`src/rtl/htte_pkg.sv`:
```
// ----------------------------------------------------------------------------
// htte_pkg
// types, character codes and keyword tables for the html text extractor
// ----------------------------------------------------------------------------
package htte_pkg;

  localparam int unsigned ByteW = 8;
  localparam int unsigned PosW  = 3;

  localparam logic [ByteW-1:0] ChLt    = 8'h3C;
  localparam logic [ByteW-1:0] ChGt    = 8'h3E;
  localparam logic [ByteW-1:0] ChAmp   = 8'h26;
  localparam logic [ByteW-1:0] ChNl    = 8'h0A;
  localparam logic [ByteW-1:0] ChTab   = 8'h09;
  localparam logic [ByteW-1:0] ChT     = 8'h74;
  localparam logic [ByteW-1:0] ChR     = 8'h72;
  localparam logic [ByteW-1:0] ChD     = 8'h64;
  localparam logic [ByteW-1:0] ChNul   = 8'h00;

  localparam logic [PosW-1:0] PosDead   = 3'd7;
  localparam logic [PosW-1:0] TitleLen  = 3'd5;
  localparam logic [PosW-1:0] BodyLen   = 3'd4;
  localparam logic [PosW-1:0] EntityLen = 3'd6;

  typedef enum logic [5:0] {
    PH_SEEK_TITLE = 6'b000001,
    PH_TITLE_OPEN = 6'b000010,
    PH_TITLE_TEXT = 6'b000100,
    PH_SEEK_BODY  = 6'b001000,
    PH_BODY_OPEN  = 6'b010000,
    PH_BODY       = 6'b100000
  } phase_t;

  // results of one input beat: a held entity prefix, then an optional byte
  typedef struct packed {
    logic [PosW-1:0]  prefix_len;
    logic             extra_valid;
    logic [ByteW-1:0] extra_char;
    logic             extra_title;
    logic             done;
    logic [PosW-1:0]  last_idx;
  } run_t;

  function automatic logic [ByteW-1:0] title_char(input logic [PosW-1:0] pos);
    logic [ByteW-1:0] c;
    unique case (pos)
      3'd0:    c = 8'h74;
      3'd1:    c = 8'h69;
      3'd2:    c = 8'h74;
      3'd3:    c = 8'h6C;
      3'd4:    c = 8'h65;
      default: c = ChNul;
    endcase
    return c;
  endfunction

  function automatic logic [ByteW-1:0] body_char(input logic [PosW-1:0] pos);
    logic [ByteW-1:0] c;
    unique case (pos)
      3'd0:    c = 8'h62;
      3'd1:    c = 8'h6F;
      3'd2:    c = 8'h64;
      3'd3:    c = 8'h79;
      default: c = ChNul;
    endcase
    return c;
  endfunction

  function automatic logic [ByteW-1:0] nbsp_char(input logic [PosW-1:0] pos);
    logic [ByteW-1:0] c;
    unique case (pos)
      3'd0:    c = 8'h26;
      3'd1:    c = 8'h6E;
      3'd2:    c = 8'h62;
      3'd3:    c = 8'h73;
      3'd4:    c = 8'h70;
      3'd5:    c = 8'h3B;
      default: c = ChNul;
    endcase
    return c;
  endfunction

endpackage

```
`src/rtl/htte_if.sv`:
```
// ----------------------------------------------------------------------------
// htte_if
// valid/ready channels for page bytes in and text bytes out
// ----------------------------------------------------------------------------
interface htte_page_if;
  logic       valid;
  logic       ready;
  logic [7:0] page_byte;
  logic       end_of_page;

  modport source (output valid, page_byte, end_of_page, input ready);
  modport sink   (input valid, page_byte, end_of_page, output ready);
endinterface

interface htte_text_if;
  logic       valid;
  logic       ready;
  logic [7:0] text_char;
  logic       is_title;
  logic       last_of_run;
  logic       page_done;

  modport source (output valid, text_char, is_title, last_of_run, page_done, input ready);
  modport sink   (input valid, text_char, is_title, last_of_run, page_done, output ready);
endinterface

```
`src/rtl/html_title_and_table_text_extractor.sv`:
```
// ----------------------------------------------------------------------------
// html_title_and_table_text_extractor
// extracts title text and body text (rows as newline, cells as tab) from html
// ----------------------------------------------------------------------------
// result: first result beat is registered, shown in the cycle after the page beat is taken
// throughput: one page beat per cycle while each beat gives at most one result
//   and text is ready; the single result register makes a beat with more results
//   (replay of a broken "&nbsp" prefix, up to six beats) hold the input until taken
// reset: synchronous rst returns to seeking the title tag, result register empty
module html_title_and_table_text_extractor (
  input  logic       clk,
  input  logic       rst,
  htte_page_if.sink  page,
  htte_text_if.source text
);

  htte_pkg::phase_t      phase, phase_next;
  logic [htte_pkg::PosW-1:0] tag_pos, tag_pos_next;
  logic [htte_pkg::PosW-1:0] ent_pos, ent_pos_next;
  logic                  inside_tag, inside_tag_next;

  htte_pkg::run_t        run, run_next;
  logic                  run_valid;
  logic [htte_pkg::PosW-1:0] beat_idx;
  logic                  final_beat;
  logic                  accept;

  logic [htte_pkg::ByteW-1:0] c;
  logic                  seek_en, seek_body;
  logic [htte_pkg::ByteW-1:0] word_c;
  logic [htte_pkg::PosW-1:0]  word_len;
  logic [htte_pkg::PosW-1:0]  rep_len;
  logic                  ext_v;
  logic [htte_pkg::ByteW-1:0] ext_c;
  logic                  ext_t;

  assign c          = page.page_byte;
  assign final_beat = (beat_idx == run.last_idx);
  assign page.ready = !run_valid || (text.ready && final_beat);
  assign accept     = page.valid && page.ready;

  always_comb begin
    phase_next      = phase;
    tag_pos_next    = tag_pos;
    ent_pos_next    = ent_pos;
    inside_tag_next = inside_tag;
    seek_en         = 1'b0;
    seek_body       = 1'b0;
    rep_len         = '0;
    ext_v           = 1'b0;
    ext_c           = c;
    ext_t           = 1'b0;

    unique case (phase)
      htte_pkg::PH_TITLE_OPEN: begin
        if (c == htte_pkg::ChGt) begin
          phase_next      = htte_pkg::PH_TITLE_TEXT;
          inside_tag_next = 1'b0;
        end
      end
      htte_pkg::PH_TITLE_TEXT: begin
        if (c == htte_pkg::ChLt) begin
          phase_next      = htte_pkg::PH_SEEK_BODY;
          inside_tag_next = 1'b1;
          tag_pos_next    = '0;
        end else begin
          ext_v = 1'b1;
          ext_t = 1'b1;
        end
      end
      htte_pkg::PH_SEEK_BODY: begin
        seek_en   = 1'b1;
        seek_body = 1'b1;
      end
      htte_pkg::PH_BODY_OPEN: begin
        if (c == htte_pkg::ChGt) begin
          phase_next      = htte_pkg::PH_BODY;
          inside_tag_next = 1'b0;
          tag_pos_next    = '0;
          ent_pos_next    = '0;
        end
      end
      htte_pkg::PH_BODY: begin
        if (inside_tag) begin
          if (c == htte_pkg::ChLt) begin
            tag_pos_next = '0;
          end else if (c == htte_pkg::ChGt) begin
            inside_tag_next = 1'b0;
            tag_pos_next    = '0;
          end else if (tag_pos == 3'd0) begin
            tag_pos_next = (c == htte_pkg::ChT) ? 3'd1 : htte_pkg::PosDead;
          end else if (tag_pos == 3'd1) begin
            if (c == htte_pkg::ChR) begin
              ext_v = 1'b1;
              ext_c = htte_pkg::ChNl;
            end else if (c == htte_pkg::ChD) begin
              ext_v = 1'b1;
              ext_c = htte_pkg::ChTab;
            end
            tag_pos_next = htte_pkg::PosDead;
          end
        end else if (ent_pos != 3'd0 && ent_pos < htte_pkg::EntityLen &&
                     c == htte_pkg::nbsp_char(ent_pos)) begin
          ent_pos_next = (ent_pos + 3'd1 == htte_pkg::EntityLen) ? 3'd0 : ent_pos + 3'd1;
        end else begin
          rep_len      = ent_pos;
          ent_pos_next = '0;
          if (c == htte_pkg::ChAmp) begin
            ent_pos_next = 3'd1;
          end else if (c == htte_pkg::ChLt) begin
            inside_tag_next = 1'b1;
            tag_pos_next    = '0;
          end else if (c != htte_pkg::ChNl) begin
            ext_v = 1'b1;
          end
        end
      end
      default: begin
        phase_next = htte_pkg::PH_SEEK_TITLE;
        seek_en    = 1'b1;
      end
    endcase

    word_c   = seek_body ? htte_pkg::body_char(tag_pos) : htte_pkg::title_char(tag_pos);
    word_len = seek_body ? htte_pkg::BodyLen : htte_pkg::TitleLen;
    if (seek_en) begin
      if (c == htte_pkg::ChLt) begin
        inside_tag_next = 1'b1;
        tag_pos_next    = '0;
      end else if (inside_tag) begin
        if (c == htte_pkg::ChGt) begin
          inside_tag_next = 1'b0;
          tag_pos_next    = '0;
        end else if (tag_pos < word_len && c == word_c) begin
          if (tag_pos + 3'd1 == word_len) begin
            phase_next   = seek_body ? htte_pkg::PH_BODY_OPEN : htte_pkg::PH_TITLE_OPEN;
            tag_pos_next = '0;
          end else begin
            tag_pos_next = tag_pos + 3'd1;
          end
        end else begin
          tag_pos_next = htte_pkg::PosDead;
        end
      end
    end

    // page end: flush a held prefix, or give an empty marker beat
    if (page.end_of_page) begin
      if (ent_pos_next != 3'd0) begin
        if (rep_len == 3'd0) begin
          rep_len = ent_pos_next;
        end else begin
          ext_v = 1'b1;
          ext_c = htte_pkg::ChAmp;
          ext_t = 1'b0;
        end
      end
      if (rep_len == 3'd0 && !ext_v) begin
        ext_v = 1'b1;
        ext_c = htte_pkg::ChNul;
        ext_t = 1'b0;
      end
      phase_next      = htte_pkg::PH_SEEK_TITLE;
      tag_pos_next    = '0;
      ent_pos_next    = '0;
      inside_tag_next = 1'b0;
    end

    run_next.prefix_len  = rep_len;
    run_next.extra_valid = ext_v;
    run_next.extra_char  = ext_c;
    run_next.extra_title = ext_t;
    run_next.done        = page.end_of_page;
    run_next.last_idx    = rep_len + {2'b00, ext_v} - 3'd1;
  end

  always_ff @(posedge clk) begin
    if (rst) begin
      phase      <= htte_pkg::PH_SEEK_TITLE;
      tag_pos    <= '0;
      ent_pos    <= '0;
      inside_tag <= 1'b0;
      run_valid  <= 1'b0;
      beat_idx   <= '0;
    end else begin
      if (accept && (run_next.extra_valid || run_next.prefix_len != 3'd0)) begin
        run_valid <= 1'b1;
        beat_idx  <= '0;
      end else if (text.valid && text.ready) begin
        beat_idx <= beat_idx + 3'd1;
        if (final_beat) begin
          run_valid <= 1'b0;
        end
      end
      if (accept) begin
        phase      <= phase_next;
        tag_pos    <= tag_pos_next;
        ent_pos    <= ent_pos_next;
        inside_tag <= inside_tag_next;
      end
    end
  end

  always_ff @(posedge clk) begin
    if (accept) begin
      run <= run_next;
    end
  end

  assign text.valid       = run_valid;
  assign text.text_char   = (beat_idx < run.prefix_len) ? htte_pkg::nbsp_char(beat_idx)
                                                        : run.extra_char;
  assign text.is_title    = (beat_idx < run.prefix_len) ? 1'b0 : run.extra_title;
  assign text.last_of_run = final_beat;
  assign text.page_done   = final_beat && run.done;

  a_page_end_resets: assert property (@(posedge clk) disable iff (rst)
    (accept && page.end_of_page) |=>
      (phase == htte_pkg::PH_SEEK_TITLE && ent_pos == 3'd0 &&
       tag_pos == 3'd0 && !inside_tag))
    else $error("state not cleared after page end");

  a_entity_bound: assert property (@(posedge clk) disable iff (rst)
    ent_pos < htte_pkg::EntityLen)
    else $error("entity prefix count out of range");

  a_title_single: assert property (@(posedge clk) disable iff (rst)
    (text.valid && text.is_title) |-> text.last_of_run)
    else $error("title beat not alone in its run");

  a_done_last: assert property (@(posedge clk) disable iff (rst)
    (text.valid && text.page_done) |-> text.last_of_run)
    else $error("page done away from end of run");

endmodule
```
`src/flat_wrapper.sv`:
```
// flat-port wrapper written by rule: the top's interface ports become plain ports
module html_title_and_table_text_extractor_flat 
  (clk, rst, page_valid, page_page_byte, page_end_of_page, page_ready, text_valid, text_text_char, text_is_title, text_last_of_run, text_page_done, text_ready);
  htte_page_if page_i ();
  htte_text_if text_i ();
  input  logic clk;
  input  logic rst;
  input wire logic [$bits(page_i.valid)-1:0] page_valid;
  input wire logic [$bits(page_i.page_byte)-1:0] page_page_byte;
  input wire logic [$bits(page_i.end_of_page)-1:0] page_end_of_page;
  output wire logic [$bits(page_i.ready)-1:0] page_ready;
  output wire logic [$bits(text_i.valid)-1:0] text_valid;
  output wire logic [$bits(text_i.text_char)-1:0] text_text_char;
  output wire logic [$bits(text_i.is_title)-1:0] text_is_title;
  output wire logic [$bits(text_i.last_of_run)-1:0] text_last_of_run;
  output wire logic [$bits(text_i.page_done)-1:0] text_page_done;
  input wire logic [$bits(text_i.ready)-1:0] text_ready;
  assign page_i.valid = page_valid;
  assign page_i.page_byte = page_page_byte;
  assign page_i.end_of_page = page_end_of_page;
  assign page_ready = page_i.ready;
  assign text_valid = text_i.valid;
  assign text_text_char = text_i.text_char;
  assign text_is_title = text_i.is_title;
  assign text_last_of_run = text_i.last_of_run;
  assign text_page_done = text_i.page_done;
  assign text_i.ready = text_ready;
  html_title_and_table_text_extractor u_core (.clk(clk), .rst(rst), .page(page_i), .text(text_i));
endmodule
```
`config.mk`:
```
export PLATFORM = sky130hd
export DESIGN_NAME = html_title_and_table_text_extractor_flat
export DESIGN_NICKNAME = d
export VERILOG_FILES = /design/src/rtl/htte_pkg.sv /design/src/rtl/htte_if.sv /design/src/rtl/html_title_and_table_text_extractor.sv /design/src/flat_wrapper.sv
export SDC_FILE = /design/constraint.sdc
export NUM_CORES = 1
export LEC_CHECK = 0
export BUFFER_PORTS_ARGS = -buffer_cell sky130_fd_sc_hd__buf_2
export CAP_MARGIN = 10
export CORE_ASPECT_RATIO = 1.2
export CORE_MARGIN = 10
export CORE_UTILIZATION = 55
export DETAILED_ROUTE_END_ITERATION = 16
export PLACE_DENSITY = 0.77
export SETUP_SLACK_MARGIN = 0.1
export SLEW_MARGIN = 20
export SYNTH_ARGS = -nofsm -noshare
export SYNTH_HDL_FRONTEND = slang
export SYNTH_SLANG_ARGS = --single-unit
```
`constraint.sdc`:
```
create_clock -name clk -period 3.25 [get_ports clk]
set_clock_uncertainty 0.1 [all_clocks]
set_input_delay 0.8125 -clock clk [delete_from_list [all_inputs] [get_ports clk]]
set_output_delay 0.8125 -clock clk [all_outputs]
set_load 0.01 [all_outputs]
```
== Word-level counts from Yosys, hierarchy flattened ==
Index checks and enable logic that the tools add are counted.

* Reduce and logical (&&, ||, !) cells: 29
* Muxes and demuxes: 107
* Add/subtract/negate cells: 5
* Eq/ne operators: 31
* Magnitude comparators: 3

{| class="wikitable"
|+ Operator list
! kind !! count
|-
| $mux W8 || 15
|-
| $mux W3 || 29
|-
| $pmux W7 S6 || 2
|-
| $mux W6 || 10
|-
| $pmux W7 S4 || 2
|-
| $mux W1 || 42
|-
| $eq A8 B6 Y1 const B || 3
|-
| $eq A8 B7 Y1 const B || 3
|-
| $pmux W6 S4 || 1
|-
| $eq A3 B2 Y1 const B || 6
|-
| $eq A3 B3 Y1 const B || 6
|-
| $eq A8 B8 Y1 || 2
|-
| $logic_not A3 Y1 || 5
|-
| $add A3 B1 Y3 const B || 3
|-
| $eq A3 B1 Y1 const B || 3
|-
| $logic_and A1 B1 Y1 || 9
|-
| $pmux W3 S3 || 1
|-
| $reduce_bool A3 Y1 || 3
|-
| $ne A8 B4 Y1 const B || 1
|-
| $reduce_or A2 Y1 || 4
|-
| $mux W7 || 1
|-
| $eq A3 B3 Y1 || 2
|-
| $eq A6 B2 Y1 const B || 1
|-
| $eq A6 B3 Y1 const B || 1
|-
| 16 further kinds || 20
|}

* Flip-flop bits (word level): 33
* Word-level logic and storage cells: 186

== Depth between registers and ports, before layout ==
* Depth in word-level cells: 21
* Depth in mapped cells: 14
* Mapped depth without buffers: 12

== Least setup slack after synthesis ==
No wires, ideal clock.

* Kind: register to register
* Start: register u_core.ent_pos[2] (netlist name)
* End: register u_core.run[2] (netlist name), data pin
* Cell stages (with the launch flop): 15
* Arrival: 3.146 ns
* Setup slack: -0.254 ns
* Data required time: 2.892 ns
* Period minus slack after synthesis: 3.504 ns
* Cells stage by stage: dfxtp_1 -> buf_2 -> inv_1 -> ha_1 -> clkbuf_1 -> nor3_1 -> a21oi_1 -> or4b_1 -> nor4b_2 -> a21o_1 -> o211a_1 -> nor3_1 -> ha_1 -> ha_1 -> xor2_1

{| class="wikitable"
|+ RTL lines
! element !! line !! RTL
|-
| start: declaration || html_title_and_table_text_extractor.sv:19 || <nowiki>logic [htte_pkg::PosW-1:0] ent_pos, ent_pos_next;</nowiki>
|-
| start signal: assignment || html_title_and_table_text_extractor.sv:198 || <nowiki>ent_pos <= ent_pos_next;</nowiki>
|-
| end signal: assignment || html_title_and_table_text_extractor.sv:206 || <nowiki>run <= run_next;</nowiki>
|-
| end: declaration || html_title_and_table_text_extractor.sv:22 || <nowiki>htte_pkg::run_t run, run_next;</nowiki>
|}

==> flow_metrics.tcl <==
set metrics [dict create \
    worst_setup_hold_path_clk_slew_ps 80 \
    critPathArrivalTime_ps 3170 \
    min_period_over_period 0.993 \
    worst-endpoint-required_ps 3190 \
    final_critical_path_setup_slack_ps 22.1 \
    dpl.cell_count 493 \
    share_of_the_synthesized_area_in_the_top_cell_type 0.155 \
    finalCriticalPeriod_ps 3230 \
    post_synth.cell_area_avg_sq_um 8.13 \
    area_of_the_multi_input_gates_sq_mm 0.00220 \
    cell_row_count 29 \
    drt.antenna.violating_nets 0 \
    global_route.overflow_total 0 \
    critical_path.endpoint_type "register" \
    class_of_the_tightest_hold_or_removal_check "reg2reg" \
    static-leakage-power_nw 1.60 \
    pre_cts_slack_ps -203 \
    final-max-slew-violation-count 0 \
    netlist.top_cell.by_area "sky130_fd_sc_hd__edfxtp_1" \
    die_y_microns 102 \
    avgRoutedWirePerCell_microns 17.5 \
    gp_congestion 0.925 \
    antenna_diodes 0 \
    fill_cells 451 \
    stdcell_area_sq_mm 0.00382 \
    die_w_microns 88.5 \
    floorplan.io_pins 26 \
    postSynthCellCount 381 \
    synth.most_common_cell "sky130_fd_sc_hd__nor2_1" \
    ir_drop_v 0.000177 \
    rsz_0062_raised_after_global_routing "yes" \
    placed_cell_area_sq_mm 0.00361 \
    yosys_warnings 0 \
    area.sequential_sq_um 830 \
    synth-edff-count 16 \
    async_reset_ff_frac 0 \
    synthesized_flop_and_latch_total 33 \
    post_synth_most_frequent_cells "sky130_fd_sc_hd__nor2_1 (36), sky130_fd_sc_hd__inv_1 (28), sky130_fd_sc_hd__nand2_1 (23), sky130_fd_sc_hd__ha_1 (22), sky130_fd_sc_hd__a21oi_1 (21)" \
    final_setup_viols 0 \
    antenna_found_initial 0 \
    fp.coreArea_sq_mm 0.00537 \
    slew_headroom 0.635 \
    synth.yosys.seq_area_share 0.265 \
    global_route_wire_length_before_repair_microns 14700 \
    clock_latency_ps 290 \
    synth.lib_cells_used.distinct 72 \
    routed-via-count 3150 \
    synthTopCellsByArea "sky130_fd_sc_hd__edfxtp_1 (16%), sky130_fd_sc_hd__dfxtp_1 (11%), sky130_fd_sc_hd__ha_1 (8.9%)" \
    grt_start_max_net_pins 22 \
    post_cts_hold_buffer_count 0 \
    syn-cell-area_sq_mm 0.00310 \
    criticalPathCategory "reg2reg" \
    tritoncts "built" \
    detail_route.vias_per_cell 6.20 \
    h_tree_levels 2 \
    start_util 0.577 \
    syn_nets 416 \
    post-route-drc-count 0 \
    clockBufferDepth 2 \
    cts.sink_count 33 \
    drt-initial-drc-count 182 \
    cts_root_buf "sky130_fd_sc_hd__clkbuf_8" \
    vias_in_the_first_global_route 3058 \
    detail_route.wirelength_microns 8910 \
    timing.max_cap.violations 0 \
    groute.usage.overall 0.201 \
    cellPowerDensity_mw_per_mm2 244 \
    crit_path_start_kind "register" \
    dp_hpwl_microns 6840 \
    outcome "completed" \
    fmax_mhz 310 \
    area_growth_pct 23.3 \
    post_route_cells_drive_above_1_share 0.278 \
    placement.io_buffers 25 \
    total_clock_buffers_created_by_cts 5 \
    die-area_sq_mm 0.00905 \
    final-hold-violation-count 0 \
    worst-slew-pin-transition_ps 546 \
    final_cells 508 \
    final_nets 480 \
    drt_pre_antenna_iters 4 \
    crit_path_max_fanout 6 \
    synth_flop_cell "sky130_fd_sc_hd__dfxtp_1" \
]
metrics by stage:
step	setup TNS (ps)	power, mW	hold slack, ps	utilization
final	0	0.930	436	0.711
after global routing	-101	0.972	458	0.711
after CTS	0	0.935	438	0.704
after detailed placement	-872	0.628	421	0.673
after global placement	-373	0.622	398	0.673
after floorplan	0	0.563	380	-
layout make-up:
type                    count  area share
clock inverters             3     0.00459
repair buffers             77       0.135
well taps                  62      0.0203
inverters                  28      0.0285
clock buffers               5      0.0180
flip-flops and latches     33       0.217
multi-input cells         300       0.576
power breakdown:
part / internal [mW] / total [mW] / leakage [nW] / switching (mW)
Clock: 0.148 / 0.310 / 0.0439 / 0.163
Sequential: 0.451 / 0.457 / 0.298 / 0.00645
Combinational: 0.0663 / 0.163 / 1.26 / 0.0964
kinds of logic (layout without fill, tap and decap cells):
group	count (synthesis)	count (layout)	share of synthesized area
simple gates	156	156	0.290
compound gates	111	111	0.258
buf+inv	48	113	0.0646
flops	33	33	0.265
fa+ha+maj	22	22	0.0889
xor+xnor	8	8	0.0226
mux	3	3	0.0101
layout by cell type (no fill, tap or decap), drive strengths merged, types with 6 or more instances in the layout:
cell type,n
nor2b,10
or3,6
ha,22
nor2,38
inv,27
nand2b,6
nand4,6
xor2,6
buf,77
and2,8
a31oi,6
nor3,22
nand2,23
o21ai,21
a21oi,21
edfxtp,16
dfxtp,17
sequential cells by signal (all words and copies together), names as in the netlist:
| register | flops |
|---|---|
| u_core.phase | 6 |
| u_core.beat_idx | 3 |
| u_core.ent_pos | 3 |
| u_core.tag_pos | 3 |
| u_core.inside_tag | 1 |
| u_core.text.valid | 1 |
| u_core.run | 16 |
final timing paths:
| kind | end | depth (start not counted) | start | slack, ps |
|---|---|---|---|---|
| worst min-delay path | u_core.phase[4] | 2 | u_core.phase[4] | 440 |
| worst max register to register | u_core.run[2] | 13 | u_core.ent_pos[0] | 20 |
| worst min register to register | u_core.phase[4] | 2 | u_core.phase[4] | 440 |
| worst max-delay path | u_core.run[2] | 13 | u_core.ent_pos[0] | 20 |
worst max-delay path, stage by stage, from the launching register on:
cell and delay, ps:
sky130_fd_sc_hd__dfxtp_4 370, sky130_fd_sc_hd__buf_4 140, sky130_fd_sc_hd__ha_4 180, sky130_fd_sc_hd__buf_4 160
sky130_fd_sc_hd__or4_1 410, sky130_fd_sc_hd__o31a_1 150, sky130_fd_sc_hd__xor2_2 190, sky130_fd_sc_hd__nor4b_4 300
sky130_fd_sc_hd__a21o_1 210, sky130_fd_sc_hd__o211a_1 200, sky130_fd_sc_hd__nor3_2 50, sky130_fd_sc_hd__ha_2 190
sky130_fd_sc_hd__ha_4 160, sky130_fd_sc_hd__xor2_1 160
routing by layer:
layer,vias to the layer above,part of all wire,global-route usage
met5,-,0,0
met4,0,0.018,0.0648
met3,19,0.045,0.0279
met2,97,0.55,0.380
met1,1484,0.39,0.223
li1,1550,-,-
timing repair:
| action | CTS | global route |
|---|---|---|
| pin swaps | 6 | 6 |
| buffers inserted | 3 | 4 |
| setup endpoints to repair | 11 | 14 |
| gates resized for setup | 9 | 5 |
Note: power is estimated with default switching activity, not from simulation.
